--- src/rtl/frt_pkg.sv ---
// frt_pkg: shared types and constants for the fragment reassembly tracker
// no dependencies
`default_nettype none
package frt_pkg;
    localparam int MAX_FRAGMENTS = 256;
    localparam int STORE_BYTES   = 4096;
    localparam int MAP_AW        = $clog2(MAX_FRAGMENTS);
    localparam int STORE_AW      = $clog2(STORE_BYTES);
    localparam int CNT_W         = 9;
    localparam int QUEUE_DEPTH   = 2;

    localparam logic [1:0] REG_MFS = 2'd0;

    localparam logic [1:0] KIND_FRAG  = 2'd0;
    localparam logic [1:0] KIND_READ  = 2'd1;
    localparam logic [1:0] KIND_ABORT = 2'd2;

    localparam logic [2:0] ST_OK       = 3'd0;
    localparam logic [2:0] ST_WRONG_ID = 3'd1;
    localparam logic [2:0] ST_RANGE    = 3'd2;
    localparam logic [2:0] ST_SIZE     = 3'd3;
    localparam logic [2:0] ST_DUP      = 3'd4;
    localparam logic [2:0] ST_TOO_BIG  = 3'd5;

    typedef struct packed {
        logic [1:0]  kind;
        logic [7:0]  msg_id;
        logic [15:0] frag_index;
        logic [7:0]  frag_size;
        logic [15:0] total_size;
        logic [7:0]  byte_offset;
        logic [7:0]  data_byte;
        logic        last_byte;
        logic [11:0] read_address;
        logic [CNT_W-1:0] cnt;     // ceil(total/mfs), truncated to CNT_W bits
        logic        cnt_big;      // count above MAX_FRAGMENTS
        logic [7:0]  mfs;
    } frt_item_t;

    typedef struct packed {
        logic [2:0]  status;
        logic        message_done;
        logic [8:0]  missing_fragments;
        logic [7:0]  read_data;
        logic [15:0] message_bytes;
    } frt_result_t;

    typedef enum logic [1:0] {
        FS_IDLE, FS_DIV, FS_PUSH
    } frt_front_state_t;

    typedef enum logic [1:0] {
        BS_EXEC, BS_READ, BS_OUT
    } frt_back_state_t;
endpackage
`default_nettype wire

--- src/rtl/frt_queue.sv ---
// frt_queue: short fifo between front and back
// depends on frt_pkg
`default_nettype none
module frt_queue (
    input  wire                  aclk,
    input  wire                  aresetn,
    input  wire                  push,
    input  wire frt_pkg::frt_item_t push_item,
    output logic                 full,
    input  wire                  pop,
    output logic                 empty,
    output frt_pkg::frt_item_t   head
);
    frt_pkg::frt_item_t slot_reg [frt_pkg::QUEUE_DEPTH];
    logic wptr_reg, rptr_reg;
    logic [1:0] count_reg;

    assign full  = count_reg == 2'(frt_pkg::QUEUE_DEPTH);
    assign empty = count_reg == 2'd0;
    assign head  = slot_reg[rptr_reg];

    always_ff @(posedge aclk) begin
        if (!aresetn) begin
            wptr_reg  <= 1'b0;
            rptr_reg  <= 1'b0;
            count_reg <= 2'd0;
        end else begin
            if (push) wptr_reg <= ~wptr_reg;
            if (pop)  rptr_reg <= ~rptr_reg;
            count_reg <= count_reg + {1'b0, push} - {1'b0, pop};
        end
        if (push) slot_reg[wptr_reg] <= push_item;
    end
endmodule
`default_nettype wire

--- config.mk ---
export PLATFORM = sky130hd
export DESIGN_NAME = frt_queue
export DESIGN_NICKNAME = d
export VERILOG_FILES = /design/src/rtl/frt_pkg.sv /design/src/rtl/frt_queue.sv
export SDC_FILE = /design/constraint.sdc
export NUM_CORES = 1
export LEC_CHECK = 0
export ABC_AREA = 1
export BUFFER_PORTS_ARGS = -buffer_cell sky130_fd_sc_hd__buf_2
export CAP_MARGIN = 15
export CORE_AREA = 2 2 118 120
export CTS_CLUSTER_SIZE = 24
export DETAILED_ROUTE_END_ITERATION = 12
export DIE_AREA = 0 0 120 122
export PLACE_DENSITY = 0.83
export SLEW_MARGIN = 20
export SYNTH_ARGS = -nofsm -noshare
export SYNTH_HDL_FRONTEND = slang
export SYNTH_SLANG_ARGS = --single-unit
--- constraint.sdc ---
create_clock -name aclk -period 10.13 [get_ports aclk]
set_input_delay 0.5065 -clock aclk [delete_from_list [all_inputs] [get_ports aclk]]
set_output_delay 0.5065 -clock aclk [all_outputs]
set_load 0.05 [all_outputs]
Word-level counts from Yosys, hierarchy flattened
Memories as Yosys holds them, arrays and structs flattened. A register that Yosys moved wholly into a read port is not among the register bits. Index checks and enable logic that the tools add are counted.

Register bits after elaboration: 4. RAM bits: 194. Input port bits: 101. Output and inout port bits: 99. Logic and storage cells: 14. Memories: 1.

Memory list: slot_reg (words 2, width 97, rd ports 1, clocked after memory_dff 1, write ports 1, line frt_queue.sv:14) `frt_pkg::frt_item_t slot_reg [frt_pkg::QUEUE_DEPTH];`.

$add $sub $neg: 2. Equality and inequality tests: 1. Multiplexer cells: 4. Bitwise logic cells: 2. Reductions and logical operators: 1.

Operators with widths (number): $mux W1 (4); $add A2 B1 Y2 (1); $eq A2 B2 Y1 const B (1); $logic_not A2 Y1 (1); $not A1 Y1 (2); $sub A2 B1 Y2 (1).

Logic depth before layout (Yosys ltp)
Depth after elaboration: 3. Depth in mapped cells: 9. Depth with buffers taken out: 9.

Least setup slack after synthesis
OpenSTA, ideal clock, no wires.

Path kind: input to register. Start: input push. End: memory slot_reg[0][0] in the netlist's numbering (enable). Setup time: 0.556 ns. Arrival time: 4.607 ns. Data required time: 9.574 ns. Setup slack: 4.967 ns. Stages: 2. Path buffers: 0. Path through: inv_1 -> nor2_1.

Word-level cells in the longest chain between the ends: 2.

RTL lines: from (decl) (line frt_queue.sv:7) `input wire push,`; $mux W1 (line frt_queue.sv:32) `if (push) slot_reg[wptr_reg] <= push_item;`; $mux W1 (not written as such) (line frt_queue.sv:32); to (decl) (line frt_queue.sv:14).

No other way between the ends.

==> impl_metrics.csv <==
group,metric,value,unit
placement,place.gp.congestion,0.718,
placement,place_area,0.00851,mm^2
grt,gr-usage-met3,0.0534,
clocking,numCtsBuffers,17,
clocking,htreeDepth,4,
grt,grt-busiest-layer,"met2",
placement,port_buffers,199,
grt,grt_util_met2,0.289,
grt,grtUsageMet1,0.205,
power_and_ir_drop,irDropWorstVdd,0.000125,V
clocking,cts_resized,0,
grt,grtUsageTotal,0.172,
floorplan,dieHeight,122,um
grt,grt_pass1_vias,3759,
floorplan,row_count,43,
grt,overflow,0,
outcome,status,"complete, no violations",
grt,grt_max_degree,58,
final_layout,largest_reg_flops,194,
timing,timing.final.crit_period,3.11,ns
critical_path,worst-setup-path-type,"reg -> out",
synth,synthTopCellsByArea,"edfxtp_1, mux2_2, mux2_4, dfxtp_1, buf_6",
synth,synth_area,0.00734,mm^2
detailed_routing,ant_nets,0,
critical_path,cp.required,9.62,ns
synth,yosysSeqAreaShare,0.807,
detailed_routing,drtPass1Iterations,4,
timing,fin_crit_sh,0.307,
floorplan,num_io_pins,200,
floorplan,core_area,0.0135,mm^2
detailed_routing,drt_wl_total,12700,um
timing,finalHoldViolCount,0,
synth,avgSynthCellArea,21.9,um^2
final_layout,final_util,0.676,
clocking,clk_pin_slew,0.07,ns
synth,syn_nets,438,
final_layout,drive_gt1_frac,0.592,
grt,antenna_found_initial,2,
detailed_routing,via_count,3702,
power_and_ir_drop,p_per_area,209,mW/mm^2
timing,fin_tns_setup,0,ns
synth,yosysWarnings,0,
timing,relSlewSlack,0.452,
detailed_routing,via_per_inst,5.00,
clocking,hold_buffers,0,
detailed_routing,drt_iter0_drc,258,
final_layout,area_delta_synth_final,24.4,%
synth,synth.largest_area_cell,"edfxtp_1",
grt,grt_pass1_wl,18900,um
clocking,clkLatencyLatePin,0.42,ns
final_layout,finalNetCount,649,
flow_run,maxCapViolCount,0,
synth,yosysTopAreaCellShare,0.793,
floorplan,die_area,0.0146,mm^2
floorplan,die_w,120,um
final_layout,stdcell_area,0.00913,mm^2
final_layout,fillerInstances,913,
synth,ys_ff_latch,199,
critical_path,endpoint_kind,"output port",
detailed_routing,drc,0,
timing,slew_viol_final,0,
clocking,clock_path_buffers,2,
critical_path,start_kind,"flop",
timing,rsz0062_at_grt,"no",
critical_path,critPathMaxFanout,52,
power_and_ir_drop,leakagePower,3.52,nW
timing,hold-worst-slack,0.270,ns
synth,synthCells,335,
final_layout,final-seq-area,0.00593,mm^2
clocking,root_buffer,"clkbuf_16",
placement,post-dp-hpwl,8520,um
floorplan,initial_core_util,0.544,
final_layout,multi_input_area,0.00131,mm^2
synth,synth.distinct_cells,12,
detailed_routing,wl_per_cell,17.1,um
critical_path,critPathArrivalTime,2.60,ns
power_and_ir_drop,p_total,1.91,mW
worst_hold_path,hold_path_class,"in -> reg",
clocking,cts.sinks,199,
timing,fmax,0.322,GHz
timing,finalSetupViolations,0,
timing,worstMarginPinSlew,0.821,ns
clocking,post_cts_buffers,0,
timing,finalClockSkew,0.00649,ns
clocking,cts_tree,"built",
-- through the flow --
stage / instances / setup slack, ns
finish: 740 / 7.02
floorplan: 335 / 4.97
global placement: 706 / 7.38
detailed placement: 706 / 7.32
CTS: 738 / 6.97
global route: 740 / 6.89
-- worst paths after layout --
kind / startpoint / to / slack, ns / cells after the start
min reg2reg: rptr_reg / flop / 0.56 / 2
max reg2reg: wptr_reg / slot_reg[0][8] / 7.89 / 3
max: flop / head[4] / 7.02 / 3
min: push_item[92] / slot_reg[1][92] / 0.27 / 1
-- placed cells by master (no fill, tap or decap), types with 2 or more instances in the layout --
cell and count:
edfxtp_1 194, clkbuf_16 17, dfxtp_1 4, nor2_1 8, nand2_1 8, inv_1 6
mux2_4 30, buf_4 3, buf_2 199, ha_1 2, clkinvlp_4 4, clkbuf_1 3
bufinv_16 3, mux2_2 67, clkinv_2 2
-- routing by layer --
layer	part of all wire	vias to the layer above
met5	0.0013	-
li1	-	1732
met4	0.020	2
met1	0.39	1784
met3	0.085	20
met2	0.51	164
-- logic make-up after synthesis --
family	count (synthesis)	share of synthesized area
AO/OA/AOI/OAI	1	0.000681
adder cells (fa/ha/maj)	2	0.00341
buffers and inverters	18	0.0153
flip-flops	199	0.807
multiplexers	97	0.164
AND/OR/NAND/NOR	18	0.00937
-- Yosys cell counts, drive strengths merged --
cell type and instances:
a21oi 1, ha 2, buf 11, dfxtp 5
mux2 97, nor2 9, edfxtp 194, nand3 1
nand2 8, inv 7
-- where the power goes --
part / internal [mW] / switching [mW] / total (mW) / leakage, nW
Sequential: 0.953 / 0.0162 / 0.969 / 1.86
Clock: 0.387 / 0.272 / 0.659 / 0.274
Combinational: 0.0836 / 0.195 / 0.279 / 1.38
-- critical path: stages, from the launching register on --
cell	delay, ns
dfxtp_4	0.73
buf_4	0.73
mux2_2	0.43
buf_2	0.21
-- layout make-up --
class,count,area share
Antenna cell,1,0.000274
Clock buffer,20,0.0478
Clock inverter,12,0.0166
Inverter,7,0.00315
Multi-Input combinational cell,118,0.144
Sequential cell,199,0.649
Tap cell,180,0.0247
Timing Repair Buffer,203,0.115
Note: power is estimated with default switching activity, not from simulation.
