File: src/rtl/frt_pkg.sv
// frt_pkg: shared types and constants for the fragment reassembly tracker
// no dependencies
`default_nettype none
package frt_pkg;
    localparam int MAX_FRAGMENTS = 256;
    localparam int STORE_BYTES   = 4096;
    localparam int MAP_AW        = $clog2(MAX_FRAGMENTS);
    localparam int STORE_AW      = $clog2(STORE_BYTES);
    localparam int CNT_W         = 9;
    localparam int QUEUE_DEPTH   = 2;

    localparam logic [1:0] REG_MFS = 2'd0;

    localparam logic [1:0] KIND_FRAG  = 2'd0;
    localparam logic [1:0] KIND_READ  = 2'd1;
    localparam logic [1:0] KIND_ABORT = 2'd2;

    localparam logic [2:0] ST_OK       = 3'd0;
    localparam logic [2:0] ST_WRONG_ID = 3'd1;
    localparam logic [2:0] ST_RANGE    = 3'd2;
    localparam logic [2:0] ST_SIZE     = 3'd3;
    localparam logic [2:0] ST_DUP      = 3'd4;
    localparam logic [2:0] ST_TOO_BIG  = 3'd5;

    typedef struct packed {
        logic [1:0]  kind;
        logic [7:0]  msg_id;
        logic [15:0] frag_index;
        logic [7:0]  frag_size;
        logic [15:0] total_size;
        logic [7:0]  byte_offset;
        logic [7:0]  data_byte;
        logic        last_byte;
        logic [11:0] read_address;
        logic [CNT_W-1:0] cnt;     // ceil(total/mfs), truncated to CNT_W bits
        logic        cnt_big;      // count above MAX_FRAGMENTS
        logic [7:0]  mfs;
    } frt_item_t;

    typedef struct packed {
        logic [2:0]  status;
        logic        message_done;
        logic [8:0]  missing_fragments;
        logic [7:0]  read_data;
        logic [15:0] message_bytes;
    } frt_result_t;

    typedef enum logic [1:0] {
        FS_IDLE, FS_DIV, FS_PUSH
    } frt_front_state_t;

    typedef enum logic [1:0] {
        BS_EXEC, BS_READ, BS_OUT
    } frt_back_state_t;
endpackage
`default_nettype wire

File: src/rtl/frt_front.sv
// frt_front: accepts input beats and computes fragment count for offset-0 fragment beats
// depends on frt_pkg
`default_nettype none
module frt_front (
    input  wire                  aclk,
    input  wire                  aresetn,
    input  wire                  in_valid,
    output logic                 in_ready,
    input  wire frt_pkg::frt_item_t in_item,
    output logic                 q_push,
    input  wire                  q_full,
    output frt_pkg::frt_item_t   q_item
);
    frt_pkg::frt_front_state_t state_reg, state_next;
    frt_pkg::frt_item_t item_reg, item_next;
    logic [16:0] rem_reg, rem_next;
    logic [16:0] quo_reg, quo_next;
    logic [4:0]  bit_reg, bit_next;
    logic [16:0] trial;
    logic [16:0] rem_sh;

    always_ff @(posedge aclk) begin
        if (!aresetn) begin
            state_reg <= frt_pkg::FS_IDLE;
        end else begin
            state_reg <= state_next;
        end
        item_reg <= item_next;
        rem_reg  <= rem_next;
        quo_reg  <= quo_next;
        bit_reg  <= bit_next;
    end

    // restoring division, one quotient bit a cycle
    always_comb begin
        state_next = state_reg;
        item_next  = item_reg;
        rem_next   = rem_reg;
        quo_next   = quo_reg;
        bit_next   = bit_reg;
        in_ready   = 1'b0;
        q_push     = 1'b0;
        q_item     = item_reg;
        rem_sh     = {rem_reg[15:0], item_reg.total_size[bit_reg[3:0]]};
        trial      = rem_sh - {9'd0, item_reg.mfs};
        case (state_reg)
            frt_pkg::FS_IDLE: begin
                in_ready = 1'b1;
                if (in_valid) begin
                    item_next = in_item;
                    if (in_item.mfs == 8'd0) begin
                        item_next.mfs = 8'd1;
                    end
                    rem_next = '0;
                    quo_next = '0;
                    bit_next = 5'd15;
                    if (in_item.kind == frt_pkg::KIND_FRAG
                        && in_item.byte_offset == 8'd0) begin
                        state_next = frt_pkg::FS_DIV;
                    end else begin
                        state_next = frt_pkg::FS_PUSH;
                    end
                end
            end
            frt_pkg::FS_DIV: begin
                if (!trial[16]) begin
                    rem_next = trial;
                    quo_next = {quo_reg[15:0], 1'b1};
                end else begin
                    rem_next = rem_sh;
                    quo_next = {quo_reg[15:0], 1'b0};
                end
                bit_next = bit_reg - 5'd1;
                if (bit_reg == 5'd0) begin
                    state_next = frt_pkg::FS_PUSH;
                end
            end
            frt_pkg::FS_PUSH: begin
                q_item.cnt_big = (quo_reg + {16'd0, rem_reg != 17'd0})
                                 > 17'(frt_pkg::MAX_FRAGMENTS);
                q_item.cnt = 9'(quo_reg + {16'd0, rem_reg != 17'd0});
                if (!q_full) begin
                    q_push     = 1'b1;
                    state_next = frt_pkg::FS_IDLE;
                end
            end
            default: state_next = frt_pkg::FS_IDLE;
        endcase
    end
endmodule
`default_nettype wire

File: config.mk
export PLATFORM = sky130hd
export DESIGN_NAME = frt_front
export DESIGN_NICKNAME = d
export VERILOG_FILES = /design/src/rtl/frt_pkg.sv /design/src/rtl/frt_front.sv
export SDC_FILE = /design/constraint.sdc
export NUM_CORES = 1
export LEC_CHECK = 0
export BUFFER_PORTS_ARGS = -buffer_cell sky130_fd_sc_hd__buf_2
export CORE_MARGIN = 3
export CORE_UTILIZATION = 25
export DETAILED_ROUTE_END_ITERATION = 6
export PLACE_DENSITY = 0.54
export SYNTH_ARGS = -nofsm -noshare
export SYNTH_HDL_FRONTEND = slang
export SYNTH_SLANG_ARGS = --single-unit
File: constraint.sdc
create_clock -name aclk -period 7.2 [get_ports aclk]
set_input_delay 0 -clock aclk [delete_from_list [all_inputs] [get_ports aclk]]
set_output_delay 0 -clock aclk [all_outputs]
set_load 0.01 [all_outputs]
# ---- Word level (Yosys, flattened, before mapping)
# Index checks and enable logic that the tools add are counted.
dict set report totals {
  register_bits 138
  input_bits 101
}
dict set report classes {
  addsub 3
  n_lt_le_gt_ge 2
  n_eq_ne 5
  muxes 18
  reduce_logical 11
}
# op count
set ops {}
lappend ops {{17-bit case mux with 2 select lines} 2}
lappend ops {{17-bit two-way mux} 2}
lappend ops {{17-bit by 1-bit adder with 17-bit output} 1}
lappend ops {{17-bit by 9-bit greater-than comparator with 1-bit output (second input constant)} 1}
lappend ops {{17-bit nonzero test} 1}
lappend ops {{17-bit by 8-bit subtractor with 17-bit output} 1}
lappend ops {{8-bit logical NOT} 2}
lappend ops {{10-bit two-way mux} 1}
lappend ops {{5-bit case mux with 2 select lines} 1}
lappend ops {{2-bit two-way mux} 4}
lappend ops {{2-bit inequality test (second input constant)} 3}
lappend ops {{2-bit case mux with 3 select lines} 1}
lappend ops {{5-bit logical NOT} 1}
lappend ops {{4-bit by 5-bit < comparator with 1-bit output (second input constant)} 1}
lappend ops {{1-bit two-way mux} 5}
lappend ops {{5-bit two-way mux} 1}
lappend ops {{5-bit by 1-bit subtractor with 5-bit output (second input constant)} 1}
lappend ops {{1-bit binary-select mux with 4-bit select} 1}
lappend ops {{2-bit logical NOT} 2}
lappend ops {{2-bit AND reduction} 2}
lappend ops {{3-bit AND reduction} 1}
lappend ops {{2-bit by 1-bit == test with 1-bit output (second input constant)} 1}
lappend ops {{2-bit == test (second input constant)} 1}
lappend ops {{2-bit nonzero test} 1}
lappend ops {{1-bit logical AND} 1}

# ---- Longest topological paths before layout
# Gate-level depths: netlist (run 1).
dict set report depth {
  depth_word 5
  ltp_mapped 14
  depth_no_buf 12
}

# ---- Worst setup path after synthesis (run 1)
# No wires, ideal clock.
dict set report synth_path {
  path_kind {register to register}
  start {register bit_reg[0]}
  end {register rem_reg[13] (data pin)}
  arrival_time_ps 3468
  t_required_ps 7058
  slack_ps 3590
  path_stages_with_launch 14
  n_path_buf 1
  cell_sequence {edfxtp_1 -> clkbuf_1 -> mux4_2 -> mux4_2 -> inv_1 -> ha_1 -> fa_1 -> and2b_1 -> o2111ai_1 -> a21oi_2 -> nor2_4 -> xor2_4 -> or4_1 -> a21oi_2}
}
dict set report synth_between {
  elab_chain_cells 5
}
# element line
set synth_lines {}
lappend synth_lines {{start, declared} frt_front.sv:18} ;# logic [4:0] bit_reg, bit_next;
lappend synth_lines {{start signal, assigned} frt_front.sv:31} ;# bit_reg <= bit_next;
lappend synth_lines {{1-bit binary-select mux with 4-bit select} frt_front.sv:44} ;# rem_sh = {rem_reg[15:0], item_reg.total_size[bit_reg[3:0]]};
lappend synth_lines {{1-bit two-way mux (implied by the code)} frt_front.sv:44}
lappend synth_lines {{17-bit by 8-bit subtractor with 17-bit output} frt_front.sv:45} ;# trial = rem_sh - {9'd0, item_reg.mfs};
lappend synth_lines {{17-bit two-way mux} frt_front.sv:66} ;# if (!trial[16]) begin
lappend synth_lines {{17-bit case mux with 2 select lines} frt_front.sv:46} ;# case (state_reg)
lappend synth_lines {{end signal, assigned} frt_front.sv:29} ;# rem_reg <= rem_next;
lappend synth_lines {{end, declared} frt_front.sv:16} ;# logic [16:0] rem_reg, rem_next;
# Every way passes these cells. The select of a mux whose other input is x is not followed.
# A chain may end at the register's enable or synchronous reset.

# ---- Worst setup path after layout (run 1)
# Same ends and word-level chain as after synthesis.

==> results_dict.tcl, run 1 <==
set metrics [dict create \
    status "finished clean" \
    peakVddDrop_mv 0.120 \
    chipHeight_um 167 \
    rrSetupSlack_ns 3.34 \
    clock_path_buffers 2 \
    grt_pass1_wl_um 24900 \
    grt_usage_pct 11.3 \
    core-area_um2 25300 \
    numCtsBuffers 17 \
    cts_root_buffer "clkbuf_16" \
    use_met2_pct 19.0 \
    ctsResizeCount 0 \
    wirelength_um 15600 \
    synth_cells 484 \
    drt_first_pass_iters 4 \
    met3_usage_pct 2.95 \
    largest_register_ffs 87 \
    max_freq_mhz 259 \
    num_rows 58 \
    synth_area_um2 6490 \
    drt_iter0_drc 284 \
    hold_path_class "in2reg" \
    holdPathEnd "state_reg[1]$_SDFFE_PN0P_" \
    via_per_inst 4.18 \
    fill_cells 2456 \
    grt_pass1_vias 4517 \
    synth_edf_count 136 \
    crit_type "reg2reg" \
    cp-end-kind "register" \
    ys_seq_elements 138 \
    ys_seq_area_share_pct 63.5 \
    cts_tree "built" \
    regArea_um2 4120 \
    die_w_um 167 \
    period_share_pct 53.5 \
    cp-start-kind "register" \
    postSynthAreaPerCell_um2 13.4 \
    multi_input_area_um2 1600 \
    die_area_um2 27900 \
    worst-r2r-cell-count 12 \
    clkTransAtPathRegs_ns 0.06 \
    async_flop_share_pct 0 \
    reg2reg_from "bit_reg[0]$_SDFFCE_PN1P_" \
    h-tree-depth 4 \
    path_delay_family "multiplexers" \
    hold_viol 0 \
    antenna_cells 0 \
    slew_headroom_pct 43.0 \
    syn-num-nets 598 \
    gp_congestion 0.751 \
    slew_violations 0 \
    worstPathRequired_ns 7.44 \
    synthFlopType "edfxtp_1" \
    min-delay-start "in_valid" \
    worstPathArrival_ns 4.10 \
    slowest_delay_ns 0.57 \
    rsz0062_at_grt "no" \
    avgRoutedWirePerCell_um 15.0 \
    yosysUniqueCellTypes 53 \
    area_growth_pct 34.7 \
    powerDensity_nw_per_um2 228 \
    grt.met1_usage_pct 14.3 \
    critPathMaxFanout 24 \
    tightest_slew_ns 0.855 \
    crit_slowest_cell "or4_1" \
    grt-busiest-layer "met2" \
    setup_viol 0 \
    whs_path_depth 5 \
    grt_remaining_overflow 0 \
    worstReg2RegEnd "rem_reg[13]$_SDFFCE_PN0P_" \
    layout.nets 814 \
    via_count 4354 \
    path_buf_inv 1 \
    drive_above_1_share_pct 34.2 \
    final_util_pct 34.5 \
    io_pins 200 \
    ys.warnings.count 0 \
    clkLatencyLatePin_ns 0.41 \
    maxCapViolCount 0 \
    grt_max_degree 68 \
    antenna_found_initial 0 \
    period_needed_ns 3.86 \
    fin_skew_ns 0.0123 \
    start_util_pct 25.6 \
    dpl.hpwl_um 10900 \
    ant_nets 0 \
    port_buffers 199 \
    fin_tns_setup_ns 0 \
    path_cells "mux4_2, mux4_2, inv_1, ha_1, fa_1, and2b_1, o2111ai_1, a21oi_2, nor2_4, xor2_4, or4_1, a21oi_2" \
    power.leakage_nw 3.46 \
    drc 0 \
    cts_num_sinks 138 \
]
## kinds of logic after synthesis
| logic type | count (synthesis) | synth area share (%) |
|---|---|---|
| xor gates and xnor gates | 19 | 2.85 |
| buffers and inverters | 118 | 12.0 |
| adders and majority gates | 13 | 2.62 |
| DFF | 138 | 63.5 |
| muxes | 7 | 2.04 |
| AOI/OAI and AO/OA | 50 | 5.53 |
| and+or+nand+nor | 139 | 11.4 |
## power by group
group	total, W	switching [W]	internal, W
clock	0.000820	0.000320	0.000501
combinational	0.000215	0.000109	0.000106
sequential	0.000959	0.0000226	0.000937
total	0.00199	0.000451	0.00154
## cells in the mapped netlist, types with 2 or more instances
cell type	count	area (um2)
inv_1	13	48.8
nor4_1	6	37.5
or3_1	5	31.3
a41oi_1	2	17.5
nor2_1	25	93.8
xor2_1	11	96.3
o41ai_1	2	17.5
ha_1	12	150
o211ai_1	3	22.5
a21oi_2	2	17.5
xnor2_1	7	61.3
or4_1	4	30.0
mux4_2	5	113
a21o_1	3	22.5
o31ai_1	8	60.1
edfxtp_1	136	4080
nor2b_1	4	25.0
nor3b_1	2	15.0
o21ai_0	11	55.1
o21a_1	3	22.5
and3_1	3	18.8
nand2b_1	7	43.8
nand4_1	3	18.8
dfxtp_1	2	40.0
clkbuf_1	16	60.1
nand3_1	15	75.1
a21oi_1	6	30.0
and2_1	17	106
and4_1	4	35.0
buf_4	88	661
nor3_1	4	20.0
mux2i_1	2	20.0
nand2_1	33	124
## layer usage
metal | up-vias | wire length (um)
met3 | 13 | 718
met1 | 2106 | 6910
met5 | - | 0
met4 | 0 | 199
met2 | 133 | 7810
li1 | 2102 | -
## how the worst max path moves through the flow
| stage | endpoint | start | slack (ns) | cells past startpoint |
|---|---|---|---|---|
| floorplan | rem_reg[13]$_SDFFCE_PN0P_ | bit_reg[0]$_SDFFCE_PN1P_ | 3.59 | 13 |
| CTS | rem_reg[13]$_SDFFCE_PN0P_ | bit_reg[0]$_SDFFCE_PN1P_ | 3.30 | 12 |
| detailed placement | rem_reg[13]$_SDFFCE_PN0P_ | bit_reg[0]$_SDFFCE_PN1P_ | 3.32 | 12 |
| finish | rem_reg[13]$_SDFFCE_PN0P_ | bit_reg[0]$_SDFFCE_PN1P_ | 3.34 | 12 |
| global placement | rem_reg[13]$_SDFFCE_PN0P_ | bit_reg[0]$_SDFFCE_PN1P_ | 3.41 | 12 |
| global route | rem_reg[13]$_SDFFCE_PN0P_ | bit_reg[0]$_SDFFCE_PN1P_ | 3.03 | 12 |
## through the flow
step	hold WS, ns	cells	setup slack, ns	power [W]	cell area (um2)
after floorplan	0.0475	484	3.59	0.00110	6490
after global placement	0.177	911	3.41	0.00115	7210
after detailed placement	0.178	911	3.32	0.00115	7210
after CTS	0.0988	1041	3.30	0.00202	8750
after global routing	0.176	1041	3.03	0.00208	8750
final	0.116	1041	3.34	0.00199	8750
## placed cells by master, fill, tap and decap left out, types with 7 or more instances in the layout
master,synthesis,layout
and2_1,17,16
buf_2,0,199
clkbuf_16,0,17
dlygate4sd3_1,0,100
edfxtp_1,136,136
ha_1,12,12
inv_1,13,13
nand2_1,33,33
nand2b_1,7,7
nand3_1,15,15
nor2_1,25,24
o21ai_0,11,11
o31ai_1,8,8
xnor2_1,7,7
xor2_1,11,11
## worst reg2reg max path: cells and delay by family, from the launching register on
family / cells / cell delay (ns)
xor gates and xnor gates: 1 / 0.21
muxes: 2 / 1.04
and+or+nand+nor: 3 / 0.95
adders and majority gates: 2 / 0.35
DFF: 1 / 0.54
buffers and inverters: 1 / 0.07
AOI/OAI and AO/OA: 3 / 0.54
## area by class of cell
type / count / area share [%]
clock buffers: 20 / 4.99
inverters: 13 / 0.558
clock inverters: 10 / 1.19
multi-input cells: 228 / 18.3
well taps: 330 / 4.72
flip-flops and latches: 138 / 47.1
repair buffers: 302 / 23.1
## repair_timing
action                     4_1_cts  5_1_grt
hold buffers                   100        0
hold endpoints to repair        99        0
setup endpoints to repair        0        0
setup buffers                    0        0
Note: power is estimated with default switching activity, not from simulation.
==> run 2: changes to the inputs <==
- PLACE_DENSITY: 0.54 -> 0.55
- clock period: 7.2 -> 3.23 ns (I/O delays scaled with it)
==> results_dict.tcl, run 2 (same netlist as run 1, synthesis figures left out) <==
set metrics [dict create \
    status "complete, but fails checks" \
    violations "negative setup slack" \
    rrSetupSlack_ns -0.28 \
    setup_viol 18 \
    p_clk_share_pct 43.5 \
    worst-r2r-cell-count 14 \
    setup.worst_path.start "bit_reg[0]$_SDFFCE_PN1P_" \
    grt_max_degree 53 \
    port_buffers 199 \
    intPower_w 0.00367 \
    num_rows 58 \
    pwr-share-comb_pct 11.6 \
    ant_nets 0 \
    total_power_w 0.00476 \
    via_count 4566 \
    drive_above_1_share_pct 42.0 \
    worstPathArrival_ns 3.81 \
    reg2reg_from "bit_reg[0]$_SDFFCE_PN1P_" \
    cp_num_cells 14 \
    via_per_inst 4.18 \
    clock_path_buffers 2 \
    fin_skew_ns 0.0116 \
    cp-start-kind "register" \
    worstReg2RegEnd "rem_reg[11]$_SDFFCE_PN0P_" \
    io_pins 200 \
    final_common_cell "buf_2" \
    maxCapViolCount 0 \
    largest_register_ffs 87 \
    path_delay_family "multiplexers" \
    gp_congestion 0.782 \
    cp-end-kind "register" \
    p_switching_w 0.00110 \
    cts_root_buffer "clkbuf_16" \
    avgRoutedWirePerCell_um 14.9 \
    final_util_pct 37.0 \
    drc 0 \
    period_share_pct 109 \
    grt_pass1_wl_um 25900 \
    layout.nets 863 \
    period_needed_ns 3.51 \
    worstPathRequired_ns 3.52 \
    layout_common_cells "buf_2, edfxtp_1, dlygate4sd3_1" \
    area_growth_pct 44.2 \
    start_util_pct 25.6 \
    peakVddDrop_mv 0.452 \
    rsz0062_at_grt "yes" \
    slew_headroom_pct 48.6 \
    grt_usage_pct 11.7 \
    hold_path_class "in2reg" \
    antenna_cells 0 \
    grt_pass1_vias 4861 \
    max_freq_mhz 285 \
    worst_slack_ns -0.285 \
    hold_viol 0 \
    switching_share_pct 23.0 \
    clkLatencyLatePin_ns 0.42 \
    numCtsBuffers 17 \
    clkTransAtPathRegs_ns 0.06 \
    slowest_delay_ns 0.50 \
    dpl.hpwl_um 11300 \
    whs_path_depth 2 \
    p_seq_share_pct 44.8 \
    grt_remaining_overflow 0 \
    tightest_slew_ns 0.771 \
    path_buf_inv 3 \
    drt_first_pass_iters 4 \
    powerDensity_nw_per_um2 509 \
    antenna_found_initial 0 \
    critPathMaxFanout 4 \
    wirelength_um 16300 \
    slew_violations 0 \
    h-tree-depth 4 \
    chipHeight_um 167 \
    die_w_um 167 \
    power.leakage_nw 3.78 \
    fill_cells 2438 \
    core-area_um2 25300 \
    path_cells "buf_4, mux4_2, mux4_2, inv_2, ha_4, fa_2, and2b_1, o2111ai_2, a21oi_4, nor2_4, xor2_4, buf_4, or4_1, nand2_1" \
    cts_tree "built" \
    crit_slowest_cell "mux4_2" \
    cp-endpoint "rem_reg[11]$_SDFFCE_PN0P_" \
    drt_iter0_drc 255 \
    crit_type "reg2reg" \
    cts_num_sinks 138 \
    die_area_um2 27900 \
]
-- run 2: changes by cell type in the layout (fill, tap and decap cells not counted), moves of 2 or more --
cell	before	now
buf_12	0	3
buf_4	3	48
bufinv_16	2	4
clkbuf_1	3	0
clkinv_1	3	1
clkinv_4	0	4
ha_1	12	10
o31ai_1	8	4
o31ai_2	0	4
o41ai_1	2	0
o41ai_2	0	2
-- run 2: power by group through the flow --
stage	registers (W)	clock network (W)	logic, W
4_1_cts	0.00214	0.00213	0.000550
6_report	0.00214	0.00207	0.000554
3_5_place_dp	0.00217	0	0.000441
2_1_floorplan	0.00216	0	0.000290
3_3_place_gp	0.00217	0	0.000439
5_1_grt	0.00215	0.00220	0.000606
-- run 2: final cells by class --
cell class                      count  area (um2)  share of cell area (%)
Clock buffer                       17         425                    4.54
Multi-Input combinational cell    228        1720                    18.4
Sequential cell                   138        4120                    44.0
Clock inverter                     15         200                    2.14
Tap cell                          330         413                    4.41
Inverter                           13        48.8                   0.521
Timing Repair Buffer              351        2430                    25.9
-- run 2: metrics by stage --
step           std cells  hold slack (ns)  instance area, um2  setup WS, ns  setup TNS [ns]
2_1_floorplan        484           0.0475                6540        -0.113          -0.181
3_3_place_gp         950            0.177                7570        -0.232           -2.37
3_5_place_dp         950            0.178                7570        -0.271           -3.20
4_1_cts             1090            0.263                9300        -0.281           -3.42
5_1_grt             1092            0.271                9360        -0.456           -6.75
6_report            1092            0.286                9360        -0.285           -3.75
-- run 2: worst min path at each step --
| stage | end | start | slack, ns |
|---|---|---|---|
| 5_1_grt | q_item[83]$_DFFE_PP_ | in_item[83] | 0.27 |
| 6_report | q_item[93]$_DFFE_PP_ | in_item[93] | 0.29 |
| 2_1_floorplan | q_push | q_full | 0.05 |
| 4_1_cts | q_item[56]$_DFFE_PP_ | in_item[56] | 0.26 |
| 3_5_place_dp | q_item[52]$_DFFE_PP_ | in_item[52] | 0.18 |
| 3_3_place_gp | q_item[76]$_DFFE_PP_ | in_item[76] | 0.18 |
-- run 2: worst reg2reg max path, cell delays in order (launching register included) --
cell and delay [ns]:
edfxtp_1 0.36, buf_4 0.13, mux4_2 0.50, mux4_2 0.50, inv_2 0.08, ha_4 0.13
fa_2 0.18, and2b_1 0.20, o2111ai_2 0.24, a21oi_4 0.11, nor2_4 0.16, xor2_4 0.12
buf_4 0.16, or4_1 0.46, nand2_1 0.08
-- run 2: layer usage --
layer | wire length (um) | vias up | track usage (%) | share of wire [%]
met5 | 0 | - | 0 | 0
met4 | 304 | 0 | 3.88 | 1.9
met3 | 848 | 24 | 3.26 | 5.2
met2 | 7980 | 146 | 19.5 | 49
met1 | 7120 | 2188 | 14.7 | 44
li1 | - | 2208 | - | -
-- run 2: repair_timing --
| action | CTS | global route |
|---|---|---|
| hold buffers | 100 | 0 |
| gates resized for setup | 10 | 9 |
| endpoints found under the hold margin | 99 | 0 |
| buffers inserted | 8 | 2 |
| endpoints found under the setup margin | 18 | 18 |
| cloned | 0 | 0 |
| pin swaps | 8 | 4 |
